[config.mk]
export PLATFORM = sky130hd
export DESIGN_NAME = mwdiv_mul
export DESIGN_NICKNAME = d
export VERILOG_FILES = /design/src/design/mwdiv_pkg.sv /design/src/design/mwdiv_mul.sv
export SDC_FILE = /design/constraint.sdc
export NUM_CORES = 2
export LEC_CHECK = 0
export BUFFER_PORTS_ARGS = -buffer_cell sky130_fd_sc_hd__buf_2
export CAP_MARGIN = 10
export CORE_AREA = 2 2 449 317
export DETAILED_ROUTE_END_ITERATION = 8
export DIE_AREA = 0 0 451 319
export GPL_TIMING_DRIVEN = 0
export PLACE_DENSITY = 0.45
export SETUP_SLACK_MARGIN = 0.4
export SYNTH_ARGS = -nofsm -noshare
export SYNTH_HDL_FRONTEND = slang
export SYNTH_SLANG_ARGS = --single-unit
[constraint.sdc]
create_clock -name clk -period 9.25 [get_ports clk]
set_clock_uncertainty 0.15 [all_clocks]
set_input_delay 0.925 -clock clk [delete_from_list [all_inputs] [get_ports clk]]
set_output_delay 0.925 -clock clk [all_outputs]
set_load 0.05 [all_outputs]
[src/design/mwdiv_pkg.sv]
// ----------------------------------------------------------------------------
// mwdiv_pkg
// Types and constants shared by the multiword limb divider.
// ----------------------------------------------------------------------------
package mwdiv_pkg;

	localparam int LIMB_W    = 64;
	localparam int HALF_W    = 32;
	localparam int CFG_IDX_W = 2;

	// register indexes of the configuration port
	localparam logic [CFG_IDX_W-1:0] REG_DIVISOR    = 2'd0;
	localparam logic [CFG_IDX_W-1:0] REG_RECIPROCAL = 2'd1;
	localparam logic [CFG_IDX_W-1:0] REG_SHIFT      = 2'd2;

	// register reset values
	localparam logic [LIMB_W-1:0] DIVISOR_RST    = 64'd1;
	localparam logic [LIMB_W-1:0] RECIPROCAL_RST = '1;
	localparam logic [5:0]        SHIFT_RST      = 6'd63;

	// sequencer states
	typedef enum logic [3:0] {
		ST_IDLE,
		ST_MULQ,
		ST_QEST,
		ST_QINC,
		ST_MULR,
		ST_REM,
		ST_FIX1,
		ST_FIX2,
		ST_OUT
	} seq_state_t;

	// what happens to a partial product in the cycle after its issue
	typedef enum logic [1:0] {
		ACC_NONE,
		ACC_ADD,
		ACC_SUB
	} acc_op_t;

	// partial product weight, in units of 32 bits
	typedef enum logic [1:0] {
		WT_0,
		WT_32,
		WT_64
	} acc_wt_t;

	// sequencer to datapath
	typedef struct packed {
		logic    in_ready;
		logic    use_r;
		logic    a_hi;
		logic    b_hi;
		acc_op_t acc_op;
		acc_wt_t acc_wt;
		logic    load_q1;
		logic    fix1;
		logic    fix2;
		logic    load_out;
	} seq_ctrl_t;

	// datapath to sequencer
	typedef struct packed {
		logic in_fire;
		logic out_free;
	} seq_stat_t;

endpackage

[src/design/mwdiv_mul.sv]
// ----------------------------------------------------------------------------
// mwdiv_mul
// Shared 32x32 unsigned multiplier with a registered product.
// ----------------------------------------------------------------------------
module mwdiv_mul
	import mwdiv_pkg::*;
(
	input  logic                clk,
	input  logic [HALF_W-1:0]   a,
	input  logic [HALF_W-1:0]   b,
	output logic [LIMB_W-1:0]   p_q
);

	// one partial product per cycle
	always_ff @(posedge clk) begin
		p_q <= LIMB_W'(a) * LIMB_W'(b);
	end

endmodule

# Word level (Yosys, flattened, before mapping)
# Index checks and enable logic that the tools add are counted.
dict set report classes {
  addsub 0
  n_mul 1
  div_mod_pow 0
  n_lt_le_gt_ge 0
  eq_ne 0
  shifts 0
  n_mux 0
  n_bitwise 0
  reduce_logical 0
}
# op n
set op_table {}
lappend op_table {{$mul 32x32->64} 1}
dict set report word_totals {
  ff_bits 64
  latch_bits 0
  ramBits 0
  rom_bits 0
  in_bits 65
  output_inout_bits 64
  elab_cells 2
  memories 0
}

# Depth between registers and ports, before layout
dict set report logic_depth {
  ltp_word 1
  depth_mapped 29
  mapped_depth_nobuf 27
}

# Worst setup path after synthesis
# Ideal clock, no wire load.
dict set report synth_timing {
  path_kind {input to register}
  startpoint {input a[25]}
  endpoint {register p_q[62]}
  setup_time_ns 0.072
  arrival_ns 7.606
  required_ns 9.028
  slack_ns 1.422
  cell_stages 25
  path_buffers 2
  cell_sequence {clkbuf_1 nand2_1 fa_1 inv_1 fa_1 inv_1 fa_1 inv_1 fa_1 fa_1 fa_1 fa_1 inv_1 fa_1 inv_1 ha_1 buf_2 nand4_1 or4_1 or3_1 a31oi_1 a31o_2 a211oi_1 o21ai_1 xor2_1}
}
dict set report synth_via {
  elab_chain_cells 1
}
# item line
set synth_lines {}
lappend synth_lines {{start, declared} mwdiv_mul.sv:9} ;# input logic [HALF_W-1:0] a,
lappend synth_lines {{$mul 32x32->64} mwdiv_mul.sv:16} ;# p_q <= LIMB_W'(a) * LIMB_W'(b);
lappend synth_lines {{end signal, assigned} mwdiv_mul.sv:16}
lappend synth_lines {{end, declared} mwdiv_mul.sv:11} ;# output logic [LIMB_W-1:0] p_q
# No other way between the ends.

# Worst setup path in the final report
dict set report layout_timing {
  startpoint {input b[10]}
  endpoint {register p_q[59]}
}
dict set report layout_via {
  elab_chain_cells 1
}
# item line
set layout_lines {}
lappend layout_lines {{start, declared} mwdiv_mul.sv:10} ;# input logic [HALF_W-1:0] b,
lappend layout_lines {{$mul 32x32->64} mwdiv_mul.sv:16}
# No other way between the ends.

==> results.sh <==
export IMPL_ant_nets=0
export IMPL_maxCapViolations=0
export IMPL_drtIter0Drc=2383
export IMPL_vias=26100
export IMPL_synthAdderAreaFrac=0.612
export IMPL_grt_pass1_vias=27500
export IMPL_holdPathEnd="p_q[0]"
export IMPL_synth_simple_area_share=0.176
export IMPL_synthTopCellsByArea="fa_1, and2_1, ha_1, inv_1, nand2_1"
export IMPL_areaGrowthSynthToFinish_pct=11.1
export IMPL_finalSetupViolations=0
export IMPL_wl_mm=143
export IMPL_hpwl_mm=126
export IMPL_rows=115
export IMPL_cp_arrival_ps=8820
export IMPL_max_freq_mhz=116
export IMPL_htree_levels=3
export IMPL_slowest_stage="fa_1"
export IMPL_hold_start="b[0]"
export IMPL_synth_area_mux_share=0.000289
export IMPL_ys_seq_area_frac=0.0369
export IMPL_dp_cells=5748
export IMPL_ys_seq_elements=64
export IMPL_largestRegisters="p_q x64"
export IMPL_io_pins=129
export IMPL_gr_total_overflow=0
export IMPL_drive_above_1_share=0.0931
export IMPL_crit_family="adder cells"
export IMPL_min_period_over_period=0.936
export IMPL_die_height_um=319
export IMPL_clkTransAtPathRegs_ps=60
export IMPL_dieArea_um2=144000
export IMPL_hold_viol_final=0
export IMPL_drc=0
export IMPL_cts_tree="yes"
export IMPL_largest_register_ffs=64
export IMPL_synth_warnings=0
export IMPL_max_stage_delay_ps=680
export IMPL_min_period_ps=8660
export IMPL_top_register="p_q"
export IMPL_ys_flop_type="dfxtp_1"
export IMPL_cts_made_buffers=9
export IMPL_crit_type="input port to flip-flop"
export IMPL_path_buf_inv=7
export IMPL_final_common_cell="fa_1"
export IMPL_yosysTopAreaCell="fa_1"
export IMPL_relSlewSlack=0.255
export IMPL_coreArea_um2=140000
export IMPL_io_buffers=128
export IMPL_cts_root_to_sink_buffers=2
export IMPL_hold_path_class="input port to flip-flop"
export IMPL_rsz0062_at_grt="true"
export IMPL_synth_edff_count=0
export IMPL_place_ws_ps=-929
export IMPL_cp_start_kind="input port"
export IMPL_synth_area_um2=34700
export IMPL_synthXorXnorAreaFrac=0.0152
export IMPL_die_width_um=451
export IMPL_cts_sinks=64
export IMPL_nNetsFinal=5116
export IMPL_syn_num_nets=4972
export IMPL_dr_pass1_iters=5
export IMPL_layout_cells_non_filler=5779
export IMPL_ctsRootBufferMaster="clkbuf_16"
export IMPL_track_usage=0.204
export IMPL_grt_max_degree=14
export IMPL_cp_required_ps=9410
export IMPL_cp_max_fo=10
export IMPL_antenna_found_initial=24
export IMPL_grt_pass1_wl_mm=208
export IMPL_num_fill_cells=15100
export IMPL_synth_top_family_by_area="adder cells"
export IMPL_cp_end_kind="flip-flop"
export IMPL_via_per_inst=4.52
export IMPL_final_cell_mix="fa_1, inv_1, and2_1"
export IMPL_drv_slew=0
export IMPL_synth_distinct_cells=57
export IMPL_start_util=0.248
export IMPL_crit_top_cell="fa_1"
export IMPL_cts_hold_buf=0
export IMPL_layout_setup_ws_ps=595
export IMPL_wire_per_inst_um=24.8
export IMPL_place_congestion=0.967
export IMPL_min_path_cells=2
export IMPL_synth_compound_area_frac=0.0415
export IMPL_synth_top_area_share=0.517
export IMPL_postSynthAreaPerCell_um2=9.25
export IMPL_netlist_instances=3748
export IMPL_synth_async_reset_ratio=0
export IMPL_status="complete, no violations"
export IMPL_tightest_slew_ps=1120
[cell usage after synthesis, types with 4 or more instances]
library cell / instances
a21o_1: 40
a21oi_1: 63
a221o_1: 4
a31oi_1: 12
and2_1: 602
and3_1: 14
buf_2: 6
clkbuf_1: 213
dfxtp_1: 64
fa_1: 896
ha_1: 263
inv_1: 865
nand2_1: 480
nand3_1: 10
nand4_1: 23
nor2_1: 20
nor3_1: 7
o21a_1: 9
o21ai_0: 21
o21ai_1: 5
o21bai_1: 10
xnor2_1: 35
xor2_1: 25
[final cells by class]
cell class	instances	area (µm²)	area share
clock buffer	9	225	0.00585
antenna	10	25.0	0.000650
inverter	865	3250	0.0843
multi-input combinational	2599	29400	0.764
tap	1872	2340	0.0608
timing repair buffer	133	693	0.0180
buffer	220	1170	0.0305
clock inverter	7	105	0.00273
sequential	64	1280	0.0333
[cell families (layout without fill, tap and decap cells)]
logic type | after synthesis | after routing
and+or+nand+nor | 1177 | 1177
adders and majority gates | 1159 | 1159
buffers and inverters | 1085 | 1234
AOI/OAI and AO/OA | 202 | 202
DFF | 64 | 64
xor gates and xnor gates | 60 | 60
muxes | 1 | 1
other | 0 | 10
[per-layer routing]
metal / GRT usage / routed length (µm) / share of wire
met2: 0.270 / 55000 / 0.38
met4: 0.0259 / 1490 / 0.010
met3: 0.0784 / 17800 / 0.12
met5: 0 / 13 / 0.000091
met1: 0.314 / 69000 / 0.48
[metrics by stage]
stage / hold slack [ps] / TNS (ps) / util / area (µm²)
finish: 690 / 0 / 0.276 / 38500
global route: 686 / 0 / 0.276 / 38500
CTS: 673 / 0 / 0.274 / 38200
detailed placement: 1100 / -11030 / 0.270 / 37700
global placement: 1100 / -11460 / 0.270 / 37700
floorplan: 902 / 0 / - / 34700
[worst max path at each step]
stage	to	startpoint	depth (start not counted)	slack (ps)
after floorplan	p_q[62]	a[25]	25	1420
after global placement	p_q[62]	b[8]	26	-950
after detailed placement	p_q[62]	b[9]	25	-930
after CTS	p_q[62]	b[8]	25	340
after global routing	p_q[63]	a[16]	27	360
final	p_q[59]	b[10]	26	590
[repair_timing]
| item | CTS | global route |
|---|---|---|
| setup endpoints to repair | 26 | 22 |
| pin swaps | 2 | 3 |
| gates resized for setup | 137 | 230 |
| hold endpoints to repair | 0 | 0 |
| setup buffers | 4 | 1 |
Power is left out: the tool's default activity adds up to more than one toggle a clock period on the data nets, which glitch-free logic cannot reach.
