## src/design/mwdiv_pkg.sv

```systemverilog
// ----------------------------------------------------------------------------
// mwdiv_pkg
// Types and constants shared by the multiword limb divider.
// ----------------------------------------------------------------------------
package mwdiv_pkg;

	localparam int LIMB_W    = 64;
	localparam int HALF_W    = 32;
	localparam int CFG_IDX_W = 2;

	// register indexes of the configuration port
	localparam logic [CFG_IDX_W-1:0] REG_DIVISOR    = 2'd0;
	localparam logic [CFG_IDX_W-1:0] REG_RECIPROCAL = 2'd1;
	localparam logic [CFG_IDX_W-1:0] REG_SHIFT      = 2'd2;

	// register reset values
	localparam logic [LIMB_W-1:0] DIVISOR_RST    = 64'd1;
	localparam logic [LIMB_W-1:0] RECIPROCAL_RST = '1;
	localparam logic [5:0]        SHIFT_RST      = 6'd63;

	// sequencer states
	typedef enum logic [3:0] {
		ST_IDLE,
		ST_MULQ,
		ST_QEST,
		ST_QINC,
		ST_MULR,
		ST_REM,
		ST_FIX1,
		ST_FIX2,
		ST_OUT
	} seq_state_t;

	// what happens to a partial product in the cycle after its issue
	typedef enum logic [1:0] {
		ACC_NONE,
		ACC_ADD,
		ACC_SUB
	} acc_op_t;

	// partial product weight, in units of 32 bits
	typedef enum logic [1:0] {
		WT_0,
		WT_32,
		WT_64
	} acc_wt_t;

	// sequencer to datapath
	typedef struct packed {
		logic    in_ready;
		logic    use_r;
		logic    a_hi;
		logic    b_hi;
		acc_op_t acc_op;
		acc_wt_t acc_wt;
		logic    load_q1;
		logic    fix1;
		logic    fix2;
		logic    load_out;
	} seq_ctrl_t;

	// datapath to sequencer
	typedef struct packed {
		logic in_fire;
		logic out_free;
	} seq_stat_t;

endpackage

```

## src/design/mwdiv_seq.sv

```systemverilog
// ----------------------------------------------------------------------------
// mwdiv_seq
// Sequencer that steps one limb through the shared multiplier.
// ----------------------------------------------------------------------------
module mwdiv_seq
	import mwdiv_pkg::*;
(
	input  logic      clk,
	input  logic      arst_n,
	input  seq_stat_t stat,
	output seq_ctrl_t ctrl
);

	seq_state_t state_q, state_d;
	logic [1:0] cnt_q, cnt_d;

	// state and partial counter
	always_ff @(posedge clk or negedge arst_n) begin
		if (!arst_n) begin
			state_q <= ST_IDLE;
			cnt_q   <= 2'd0;
		end else begin
			state_q <= state_d;
			cnt_q   <= cnt_d;
		end
	end

	// next state
	always_comb begin
		state_d = state_q;
		cnt_d   = 2'd0;
		unique case (state_q)
			ST_IDLE: if (stat.in_fire) state_d = ST_MULQ;
			ST_MULQ: begin
				if (cnt_q == 2'd3) state_d = ST_QEST;
				else cnt_d = cnt_q + 2'd1;
			end
			ST_QEST: state_d = ST_QINC;
			ST_QINC: state_d = ST_MULR;
			ST_MULR: begin
				if (cnt_q == 2'd2) state_d = ST_REM;
				else cnt_d = cnt_q + 2'd1;
			end
			ST_REM:  state_d = ST_FIX1;
			ST_FIX1: state_d = ST_FIX2;
			ST_FIX2: state_d = ST_OUT;
			ST_OUT:  if (stat.out_free) state_d = ST_IDLE;
			default: state_d = ST_IDLE;
		endcase
	end

	// control outputs
	always_comb begin
		ctrl          = '0;
		ctrl.acc_op   = ACC_NONE;
		ctrl.acc_wt   = WT_0;
		// partial weights: lo*lo, lo*hi, hi*lo, hi*hi
		ctrl.a_hi     = cnt_q[1];
		ctrl.b_hi     = cnt_q[0];
		if (cnt_q == 2'd3) ctrl.acc_wt = WT_64;
		else if (cnt_q != 2'd0) ctrl.acc_wt = WT_32;
		unique case (state_q)
			ST_IDLE: ctrl.in_ready = 1'b1;
			ST_MULQ: ctrl.acc_op   = ACC_ADD;
			ST_MULR: begin
				ctrl.use_r  = 1'b1;
				ctrl.acc_op = ACC_SUB;
			end
			ST_QINC: ctrl.load_q1  = 1'b1;
			ST_FIX1: ctrl.fix1     = 1'b1;
			ST_FIX2: ctrl.fix2     = 1'b1;
			ST_OUT:  ctrl.load_out = stat.out_free;
			default: ;
		endcase
	end

endmodule

```

## config.mk

```make
export PLATFORM = sky130hd
export DESIGN_NAME = mwdiv_seq
export DESIGN_NICKNAME = d
export VERILOG_FILES = /design/src/design/mwdiv_pkg.sv /design/src/design/mwdiv_seq.sv
export SDC_FILE = /design/constraint.sdc
export NUM_CORES = 1
export LEC_CHECK = 0
export ABC_AREA = 0
export BUFFER_PORTS_ARGS = -buffer_cell sky130_fd_sc_hd__clkbuf_2
export CAP_MARGIN = 20
export CELL_PAD_IN_SITES_DETAIL_PLACEMENT = 1
export CELL_PAD_IN_SITES_GLOBAL_PLACEMENT = 2
export CORE_MARGIN = 10
export CORE_UTILIZATION = 25
export DETAILED_ROUTE_END_ITERATION = 10
export PLACE_DENSITY = 0.76
export SYNTH_ARGS = -nofsm -noshare
export SYNTH_HDL_FRONTEND = slang
export SYNTH_SLANG_ARGS = --single-unit
```

## constraint.sdc

```tcl
create_clock -name clk -period 1.4 [get_ports clk]
set_input_delay 0.07 -clock clk [delete_from_list [all_inputs] [get_ports clk]]
set_output_delay 0.07 -clock clk [all_outputs]
set_load 0.05 [all_outputs]
```

==> After elaboration in Yosys (flattened, before gate mapping) <==
Cells that the tools add are included.
{ "word_totals": {"regBits": 6, "inputBits": 4, "out_inout_bits": 12, "elab_cells": 37} }
{ "op_classes": {"addsub": 1, "eq_ne": 14, "n_mux": 17, "reduce_logical": 3} }
{ "ops": {"columns": ["op", "count"], "rows": [
  ["one-hot mux 4 bit (9 select lines)", 1],
  ["== test 4 x 3 -> 1 bit, second input constant", 4],
  ["two-way mux 4 bit", 4],
  ["== test 4 x 2 -> 1 bit, second input constant", 2],
  ["inequality test 2 bit, second input constant", 4],
  ["one-hot mux 2 bit (2 select lines)", 2],
  ["two-way mux 1 bit", 7],
  ["two-way mux 2 bit", 3],
  ["== test 2 bit, second input constant", 2],
  ["== test 4 x 1 -> 1 bit, second input constant", 1],
  ["== test 4 bit, second input constant", 1],
  ["zero test 4 bit", 1],
  ["AND reduction 4 bit", 1],
  ["adder 2 x 1 -> 2 bit, second input constant", 1],
  ["nonzero test 2 bit", 1]
]} }

==> Longest topological paths before layout <==
Gate-level depths: netlist of the first run.
{ "depth": {"ltp_word": 3, "ltp_mapped": 5, "ltp_nobuf": 5} }

==> Worst setup path after synthesis of the first run <==
OpenSTA, ideal clock, no wires.
{ "synth_timing": {"path_kind": "reg-to-output", "startpoint": "register state_q[0]", "endpoint": "output ctrl[11] in the netlist's numbering", "arrival_time_ns": 1.988, "t_required_ns": 1.330, "path_slack_ns": -0.658, "stages_incl_launch_ff": 2, "n_path_buf": 0, "cell_sequence": "dfrtp_1 -> nor4_1"} }
{ "synth_lines": {"columns": ["element", "line_no", "text"], "rows": [
  ["from (decl)", "mwdiv_seq.sv:14", "seq_state_t state_q, state_d;"],
  ["from (signal assigned)", "mwdiv_seq.sv:23", "state_q <= state_d;"],
  ["to (decl)", "mwdiv_seq.sv:11", "output seq_ctrl_t ctrl"]
]} }

==> summary.txt, run 1 <==
STA
  • Setup Skew: 5.27 ps
  • Fmax: 645 MHz
  • Tmin final: 1550 ps
  • Setup violators final: 8
  • Worst hold margin: 153 ps
  • Setup total negative slack: -621 ps
  • Final WS setup: -151 ps
  • Unrepaired setup endpoints after global routing: yes
  • Slew HR: 81.4%
  • Pins Over Slew Limit: 0
  • Worst slew pin tran: 281 ps
  • Final Cycle Share: 111%
  • Hold Vio Cnt, Final: 0

Final layout
  • Diode count: 0
  • Layout area overhead: 92.8%
  • Finished Layout Cells: 90
  • Layout cells sized above 1: 66.2%
  • Most frequent cells in the layout: buf_4 (16), clkbuf_2 (6), nor2_1 (5), clkbuf_4 (4), dfrtp_2 (4)
  • Final Util: 51.1%
  • # fillers: 179
  • Most common cell after layout, fill and taps aside: buf_4
  • Final nets: 84

Placement
  • HPWL Detailed: 929 um
  • GP Congestion: 0.731
  • Number of I/O port buffers: 15
  • DP Cell Count: 74

CTS
  • Clock Pin Slew Worst Setup and Hold Paths: 50 ps
  • CTS tree: done
  • Worst-Skew Late Latency: 250 ps
  • Total clock buffers created by CTS: 3
  • Root Driver: clkbuf_4
  • Htree depth: 1
  • Sink Count: 6
  • Clock Tree Buf Depth: 2

Global routing
  • Vias in the first global route: 422
  • Grt ovf: 0
  • First-pass GRT wire length: 2.10 mm
  • Largest net degree at the start of global routing: 8
  • GR Util All Layers: 8.04%
  • Initial antenna violation count: 0

Power
  • Total power draw: 2.15 mW
  • Max IR drop VDD: 0.00144 V
  • Leakage power: 0.358 nW
  • Pwr per Cell Area: 2790 nW/um^2

Die
  • Die area: 3590 um^2
  • Core Footprint: 1510 um^2
  • IO Pins: 16
  • FP Rows: 14
  • Initial Util: 26.5%
  • Die X: 60.0 um
  • Die Ht: 60.0 um

Yosys
  • YS warnings: 0
  • Netlist cell types: 22
  • Synth Cell Area: 399 um^2
  • Synth Instances: 41
  • Synth Area per Inst: 9.73 um^2
  • Post-Syn Nets: 49
  • Register area share after synthesis: 37.6%
  • Yosys reg bits: 6

Flow run
  • Maxcap violations: 0

Setup path
  • CP required: 1330 ps
  • Crit path kind: register to output port
  • Crit Path Max Fanout: 3
  • Setup crit end kind: output port
  • Worst Path Arrival: 1480 ps
  • Startpoint class of the critical path: register

Route
  • Post-route DRC: 0
  • Routed vias/inst: 4.76
  • DR iter-0 viols: 3
  • Drt wl/cell: 16.3 um
  • Via count: 428
  • Routed wire length: 1.47 mm
  • Drt first pass iters: 3
  • Post-route ant nets: 0

Run status
  • Violated checks: negative setup slack
  • Outcome: finished with violations

Min path
  • Worst hold-check path type: primary input to register
[power by group]
part           total, mW  internal [mW]  switching (mW)
Clock              0.164         0.0973          0.0663
Combinational       1.65          0.690           0.960
Sequential         0.335          0.255          0.0797
[synth_stat cells]
| library cell | number | share of area, % |
|---|---|---|
| a21oi_1 | 3 | 3.8 |
| a22o_1 | 2 | 4.4 |
| a22oi_1 | 1 | 1.9 |
| and2b_1 | 1 | 1.9 |
| buf_4 | 1 | 1.9 |
| clkbuf_4 | 1 | 1.9 |
| dfrtp_1 | 6 | 38 |
| ha_1 | 4 | 13 |
| inv_1 | 3 | 2.8 |
| nand2_1 | 1 | 0.94 |
| nand2b_1 | 1 | 1.6 |
| nand2b_2 | 1 | 2.2 |
| nor2_1 | 7 | 6.6 |
| nor3_1 | 1 | 1.3 |
| nor3_2 | 1 | 2.5 |
| nor3b_2 | 1 | 3.1 |
| nor4_1 | 1 | 1.6 |
| o21ai_0 | 1 | 1.3 |
| o22ai_2 | 1 | 3.1 |
| or2_0 | 1 | 1.6 |
| or4b_4 | 1 | 3.4 |
| xor2_1 | 1 | 2.2 |
[path summary, 6_finish.rpt]
path / start / endpoint / slack, ps / cells past startpoint
setup / recovery: state_q[1] / ctrl[0] / -150 / 3
hold / removal: stat[1] / state_q[0] / 150 / 3
setup reg to reg: state_q[1] / cnt_q[1] / -70 / 6
hold reg to reg: state_q[0] / state_q[3] / 620 / 2
max in group asynchronous: arst_n / cnt_q[1] / 1030 / 2
min in group asynchronous: arst_n / state_q[3] / 190 / 2
[per-stage QoR]
stage	setup slack, ps	cell area [um^2]
after global placement	122	566
after detailed placement	99.7	566
after global routing	-209	769
after CTS	-154	699
after floorplan	-126	440
final	-151	769
[final cells by class]
| class | instances | area [um^2] | area share, % |
|---|---|---|---|
| Clock buffer | 3 | 22.5 | 2.93 |
| Sequential cell | 6 | 155 | 20.2 |
| Inverter | 3 | 11.3 | 1.46 |
| Tap cell | 16 | 20.0 | 2.60 |
| Timing Repair Buffer | 32 | 279 | 36.3 |
| Multi-Input combinational cell | 30 | 282 | 36.6 |
[registers in the layout, indices dropped and copies added (netlist names)]
register,cells
cnt_q,2
state_q,4
[layer usage]
| metal | up-vias | share of wire (%) | global-route usage (%) |
|---|---|---|---|
| met5 | - | 0 | 0 |
| li1 | 207 | - | - |
| met3 | 4 | 3.3 | 2.97 |
| met2 | 13 | 50 | 12.2 |
| met1 | 204 | 43 | 8.50 |
| met4 | 0 | 3.3 | 7.05 |
[kinds of logic (layout without fill, tap and decap cells)]
logic type	after synthesis	after routing	synth area share, %
and+or+nand+nor	17	17	26.6
DFF	6	6	37.6
xor gates and xnor gates	1	1	2.19
adders and majority gates	4	4	12.5
buffers and inverters	5	38	6.58
AOI/OAI and AO/OA	8	8	14.4
[worst max-delay path, stage by stage (launching register included)]
cell and delay (ps):
dfrtp_2 420, or4b_4 550, nor2_4 120, buf_12 140
[what timing repair did]
action / CTS / global route
buffers inserted: 6 / 5
gates resized for setup: 13 / 13
setup endpoints to repair: 9 / 8
hold endpoints to repair: 6 / 1
hold buffers: 1 / 1
pin swaps: 1 / 0
(Power assumes the default switching activity.)
==> run 2, diff against run 1 <==
REMOVE_ABC_BUFFERS = 1   (was unset)
==> summary.txt, run 2 (synthesized netlist as in run 1, its figures left out) <==
STA
  • Worst hold margin: 30.6 ps (-123 ps)
  • Slew HR: 81.4% (about the same)
  • Setup violators final: 1 (-7)
  • Hold Vio Cnt, Final: 0 (unchanged)
  • Pins Over Slew Limit: 0 (unchanged)
  • Setup total negative slack: -98.4 ps (+523 ps)
  • Setup Skew: 3.60 ps (-1.67 ps)
  • Tmin final: 1500 ps (-52.7 ps)
  • Unrepaired setup endpoints after global routing: yes
  • Final Cycle Share: 107% (-3.8 points)
  • Fmax: 667 MHz (+3.5%)
  • Final WS setup: -98.4 ps (+52.7 ps)
  • Worst slew pin tran: 281 ps (-0.0570 ps)

Global routing
  • Vias in the first global route: 426 (+0.95%)
  • Grt ovf: 0 (unchanged)
  • First-pass GRT wire length: 1.81 mm (-14%)
  • Initial antenna violation count: 0 (unchanged)
  • Largest net degree at the start of global routing: 10 (+2)
  • GR Util All Layers: 6.40% (-1.6 points)

Placement
  • GP Congestion: 0.789 (+7.9%)
  • Number of I/O port buffers: 15 (unchanged)
  • Worst slack, placed: 58.5 ps (-41.1 ps)
  • HPWL Detailed: 892 um (-4.0%)
  • Placed cell area: 532 um^2 (-6.0%)

Die
  • Core Footprint: 1510 um^2 (unchanged)
  • Die X: 60.0 um (unchanged)
  • Die area: 3590 um^2 (unchanged)
  • FP Rows: 14 (unchanged)
  • IO Pins: 16 (unchanged)
  • Initial Util: 26.5% (unchanged)
  • Die Ht: 60.0 um (unchanged)

Final layout
  • Largest register FFs: 4 (unchanged)
  • Multi-input gate area: 265 um^2 (-5.8%)
  • Layout cells sized above 1: 53.0% (-13 points)
  • Largest regs: state_q (4), cnt_q (2)
  • Diode count: 0 (unchanged)
  • Biggest register: state_q
  • Layout area overhead: 70.2%
  • Design area: 679 um^2 (-12%)
  • Final nets: 76 (-9.5%)
  • Storage cell area: 150 um^2 (-3.2%)
  • Most common cell after layout, fill and taps aside: buf_4
  • # fillers: 174 (-2.8%)
  • Most frequent cells in the layout: buf_4 (9), nor2_1 (6), dfrtp_1 (6), clkbuf_2 (6), clkbuf_4 (5)

Min path
  • Worst hold-check path type: primary input to register

Route
  • Drt first pass iters: 2 (-1)
  • DR iter-0 viols: 1 (-2)
  • Post-route ant nets: 0 (unchanged)
  • Post-route DRC: 0 (unchanged)
  • Routed vias/inst: 4.89 (+2.8%)
  • Via count: 401 (-6.3%)
  • Routed wire length: 1.13 mm (-23%)
  • Drt wl/cell: 13.8 um (-16%)

Setup path
  • Crit-path leading delay family: simple AND/OR/NAND/NOR gates
  • CP required: 1330 ps (about the same)
  • Critical-path top delay cell: or4b_4
  • Startpoint class of the critical path: register
  • CP bufs+invs: 1 (unchanged)
  • Setup crit end kind: output port
  • Worst Path Arrival: 1430 ps (-50 ps)
  • Crit path cell chain: or4b_4 -> nor2_4 -> buf_12
  • Crit Path Max Fanout: 3 (unchanged)
  • Critical Path Max Stage Delay: 550 ps (about the same)
  • Crit path kind: register to output port

CTS
  • Clock Pin Slew Worst Setup and Hold Paths: 40 ps (about the same)
  • Htree depth: 1 (unchanged)
  • Sink Count: 6 (unchanged)
  • Total clock buffers created by CTS: 3 (unchanged)
  • Clock Tree Buf Depth: 2 (unchanged)
  • Root Driver: clkbuf_4
  • Worst-Skew Late Latency: 240 ps (about the same)
  • CTS tree: done

Run status
  • Outcome: finished with violations
  • Violated checks: negative setup slack

Flow run
  • Maxcap violations: 0 (unchanged)
[run 2: repair_timing]
action                                  in CTS  in global routing
buffers inserted                             1                  2
resized for setup                           14                 15
pin swaps                                    0                  2
endpoints found under the setup margin       7                  9
hold buffers                                 1                  0
hold endpoints to repair                     6                  0
[run 2: metrics by stage]
step | instances | util [%]
global placement | 75 | 35.3
floorplan | 39 | -
detailed placement | 75 | 35.3
finish | 82 | 45.1
CTS | 80 | 41.9
global route | 82 | 45.1
[run 2: area by class of cell]
cell class / count / share of cell area [%]
Clock buffer: 3 / 3.31
Inverter: 3 / 1.66
Multi-Input combinational cell: 30 / 39.0
Sequential cell: 6 / 22.1
Tap cell: 16 / 2.95
Timing Repair Buffer: 24 / 30.9
[run 2: final timing paths]
check / to / from / slack (ps) / depth (start not counted)
worst min register to register: state_q[3] / state_q[2] / 600 / 2
max in group asynchronous: state_q[3] / arst_n / 1070 / 2
worst max-delay path: ctrl[0] / state_q[1] / -100 / 3
worst min-delay path: state_q[3] / stat[0] / 30 / 2
min in group asynchronous: state_q[0] / arst_n / 180 / 2
worst max register to register: cnt_q[1] / state_q[0] / 90 / 5
[run 2: worst reg2reg max path: stages, from the launching register on]
cell and delay (ps):
dfrtp_1 370, buf_4 170, and2b_1 170, nor3b_4 160, buf_4 130, a22o_1 180
[run 2: layer usage]
layer	share of wire, %	wire (um)	track usage (%)
met1	42	471	6.85
met2	51	580	10.9
met3	6.8	77	2.97
met4	0	0	1.92
met5	0	0	0
Power of run 2 is not shown: default switching activity piles up to over one toggle a cycle in this logic, so the estimate is an artifact.
==> run 3, diff against run 2 <==
ABC_AREA = 1   (was 0)
CORE_UTILIZATION = 23   (was 25)
==> summary.txt, run 3 <==
Yosys
  • Synth Cell Area: 418 um^2 (+4.7%)
  • Area contributors post-synth: dfrtp_1 (36%), ha_1 (12%), inv_1 (11%)
  • YS warnings: 0 (unchanged)
  • Synth Area per Inst: 7.08 um^2 (-27%)
  • Yosys reg bits: 6 (unchanged)
  • Synth top cells by count: inv_1 (12), nand2_1 (12), nor2_1 (7), dfrtp_1 (6), nand3_1 (5)
  • Cell taking the most area after synthesis: dfrtp_1
  • Netlist cell types: 13 (-41%)
  • Number of synthesized flops with an enable pin: 0 (unchanged)
  • Async SR Flop Fraction: 100% (unchanged)
  • Main synth FF type: dfrtp_1
  • Synth Instances: 59 (+44%)
  • Synth top area share: 35.9% (-1.7 points)
  • Register area share after synthesis: 35.9% (-1.7 points)

STA
  • Setup Skew: 6.17 ps (+2.57 ps)
  • Fmax: 722 MHz (+8.2%)
  • Unrepaired setup endpoints after global routing: yes
  • Hold Vio Cnt, Final: 0 (unchanged)
  • Slew HR: 81.1% (-0.24 points)
  • Worst slew pin tran: 284 ps (+3.61 ps)
  • Tmin final: 1380 ps (-114 ps)
  • Pins Over Slew Limit: 0 (unchanged)
  • Setup total negative slack: 0 ps (+98.4 ps)
  • Worst hold margin: 180 ps (+149 ps)
  • Final Cycle Share: 98.9% (-8.1 points)
  • Setup violators final: 0 (-1)

Min path
  • Cells on Worst Hold Path: 4 (+2)
  • Worst hold-check path type: primary input to register

Setup path
  • Crit Path Max Fanout: 4 (+1)
  • Crit path cell chain: nor2_4 -> inv_2 -> nor4_4 -> buf_6
  • Startpoint class of the critical path: register
  • Worst Path Arrival: 1310 ps (-120 ps)
  • Critical Path Max Stage Delay: 440 ps (-110 ps)
  • Worst R2R Path Depth: 8 (+3)
  • CP required: 1330 ps (about the same)
  • Critical-path top delay cell: dfrtp_2
  • Crit path kind: register to output port
  • Setup crit end kind: output port

CTS
  • CTS tree: done
  • Clock Pin Slew Worst Setup and Hold Paths: 50 ps (about the same)
  • Root Driver: clkbuf_4
  • Total clock buffers created by CTS: 3 (unchanged)
  • Clock Tree Buf Depth: 2 (unchanged)
  • Htree depth: 1 (unchanged)
  • Sink Count: 6 (unchanged)
  • Worst-Skew Late Latency: 250 ps (about the same)

Placement
  • DP Cell Count: 99 (+32%)
  • GP Congestion: 0.725 (-8.1%)
  • HPWL Detailed: 1.04 mm (+17%)
  • Number of I/O port buffers: 15 (unchanged)

Final layout
  • Final nets: 91 (+20%)
  • # fillers: 230 (+32%)
  • Layout area overhead: 63.2%
  • Finished Layout Cells: 106 (+29%)
  • Biggest register: state_q
  • Most frequent cells in the layout: nand2_1 (11), inv_1 (11), clkbuf_2 (6)
  • Layout cells sized above 1: 48.1% (-4.9 points)
  • Largest register FFs: 4 (unchanged)
  • Diode count: 0 (unchanged)
  • Final Util: 39.5% (-5.6 points)
  • Largest regs: state_q (4), cnt_q (2)

Route
  • Drt wl/cell: 13.1 um (-4.9%)
  • DR iter-0 viols: 3 (+2)
  • Drt first pass iters: 3 (+1)
  • Routed vias/inst: 4.13 (-16%)
  • Post-route ant nets: 0 (unchanged)
  • Via count: 438 (+9.2%)
  • Routed wire length: 1.39 mm (+23%)
  • Post-route DRC: 0 (unchanged)

Run status
  • Outcome: finished, final reports clean

Global routing
  • Routing usage on met1: 6.43% (-0.42 points)
  • GR Util All Layers: 7.02% (+0.62 points)
  • Busiest grt layer: met2
  • Largest net degree at the start of global routing: 7 (-3)
  • Initial antenna violation count: 0 (unchanged)
  • Met3 Resource Use GR: 5.38% (+2.4 points)
  • First-pass GRT wire length: 2.20 mm (+21%)
  • Grt ovf: 0 (unchanged)
  • Vias in the first global route: 461 (+8.2%)
  • Met2 Track Usage GR: 11.7% (+0.78 points)

Die
  • Initial Util: 24.2% (-2.3 points)
  • Core Footprint: 1730 um^2 (+15%)
  • FP Rows: 15 (+1)
  • IO Pins: 16 (unchanged)
  • Die Ht: 62.6 um (+4.5%)
  • Die X: 62.6 um (+4.5%)
  • Die area: 3920 um^2 (+9.1%)

Flow run
  • Maxcap violations: 0 (unchanged)
## run 3: cell count changes in the layout (fill, tap and decap cells not counted), moves of 2 or more
cell | before | now
o21ai_1 | 0 | 3
buf_6 | 2 | 4
inv_2 | 0 | 3
buf_4 | 9 | 5
nand2_1 | 0 | 11
nor2_4 | 1 | 3
inv_1 | 3 | 11
nand3_1 | 0 | 5
dfrtp_2 | 0 | 5
dfrtp_1 | 6 | 1
nor2_2 | 0 | 3
a21oi_1 | 3 | 0
a22o_1 | 2 | 0
## run 3: layout make-up
cell class              count  area (um^2)  share of cell area [%]
multi-input cells          38          245                    36.0
repair buffers             20          174                    25.5
flip-flops and latches      6          156                    22.9
inverters                  14         52.6                    7.71
well taps                  25         31.3                    4.59
clock buffers               3         22.5                    3.30
## run 3: worst max-delay path, delay by kind of cell, from the launching register on
family,cells,cell delay [ps]
buf+inv,2,260
flops,1,440
simple gates,2,370
## run 3: logic make-up (layout without fill, tap and decap cells)
group | Yosys count | count (layout) | synth area share [%]
buf+inv | 15 | 37 | 14.4
simple gates | 31 | 31 | 34.1
fa+ha+maj | 4 | 4 | 12.0
flops | 6 | 6 | 35.9
compound gates | 3 | 3 | 3.59
## run 3: final timing paths
kind / startpoint / end / slack [ps]
min in group asynchronous: arst_n / state_q[2] / 190
max in group asynchronous: arst_n / cnt_q[0] / 1040
min: stat[0] / state_q[3] / 180
min reg2reg: cnt_q[0] / cnt_q[0] / 520
max reg2reg: state_q[1] / state_q[0] / 150
max: state_q[1] / ctrl[0] / 20
## run 3: per-stage QoR
step / setup WS [ps] / area [um^2]
floorplan: -769 / 410
global placement: 170 / 524
detailed placement: 198 / 524
CTS: -36.0 / 596
global route: -37.9 / 682
finish: 15.6 / 682
## run 3: metal layers
metal	vias up	wire length, um
met5	-	0
met4	0	0
met3	0	150
met2	15	732
met1	203	505
li1	220	-
## run 3: what timing repair did
action                                  4_1_cts  5_1_grt
buffers inserted                              0        3
endpoints found under the hold margin         6        0
endpoints found under the setup margin        8        9
hold buffers                                  1        0
gates resized for setup                      11       27
pin swaps                                     0        2
Power of run 3 is left out for the same reason.
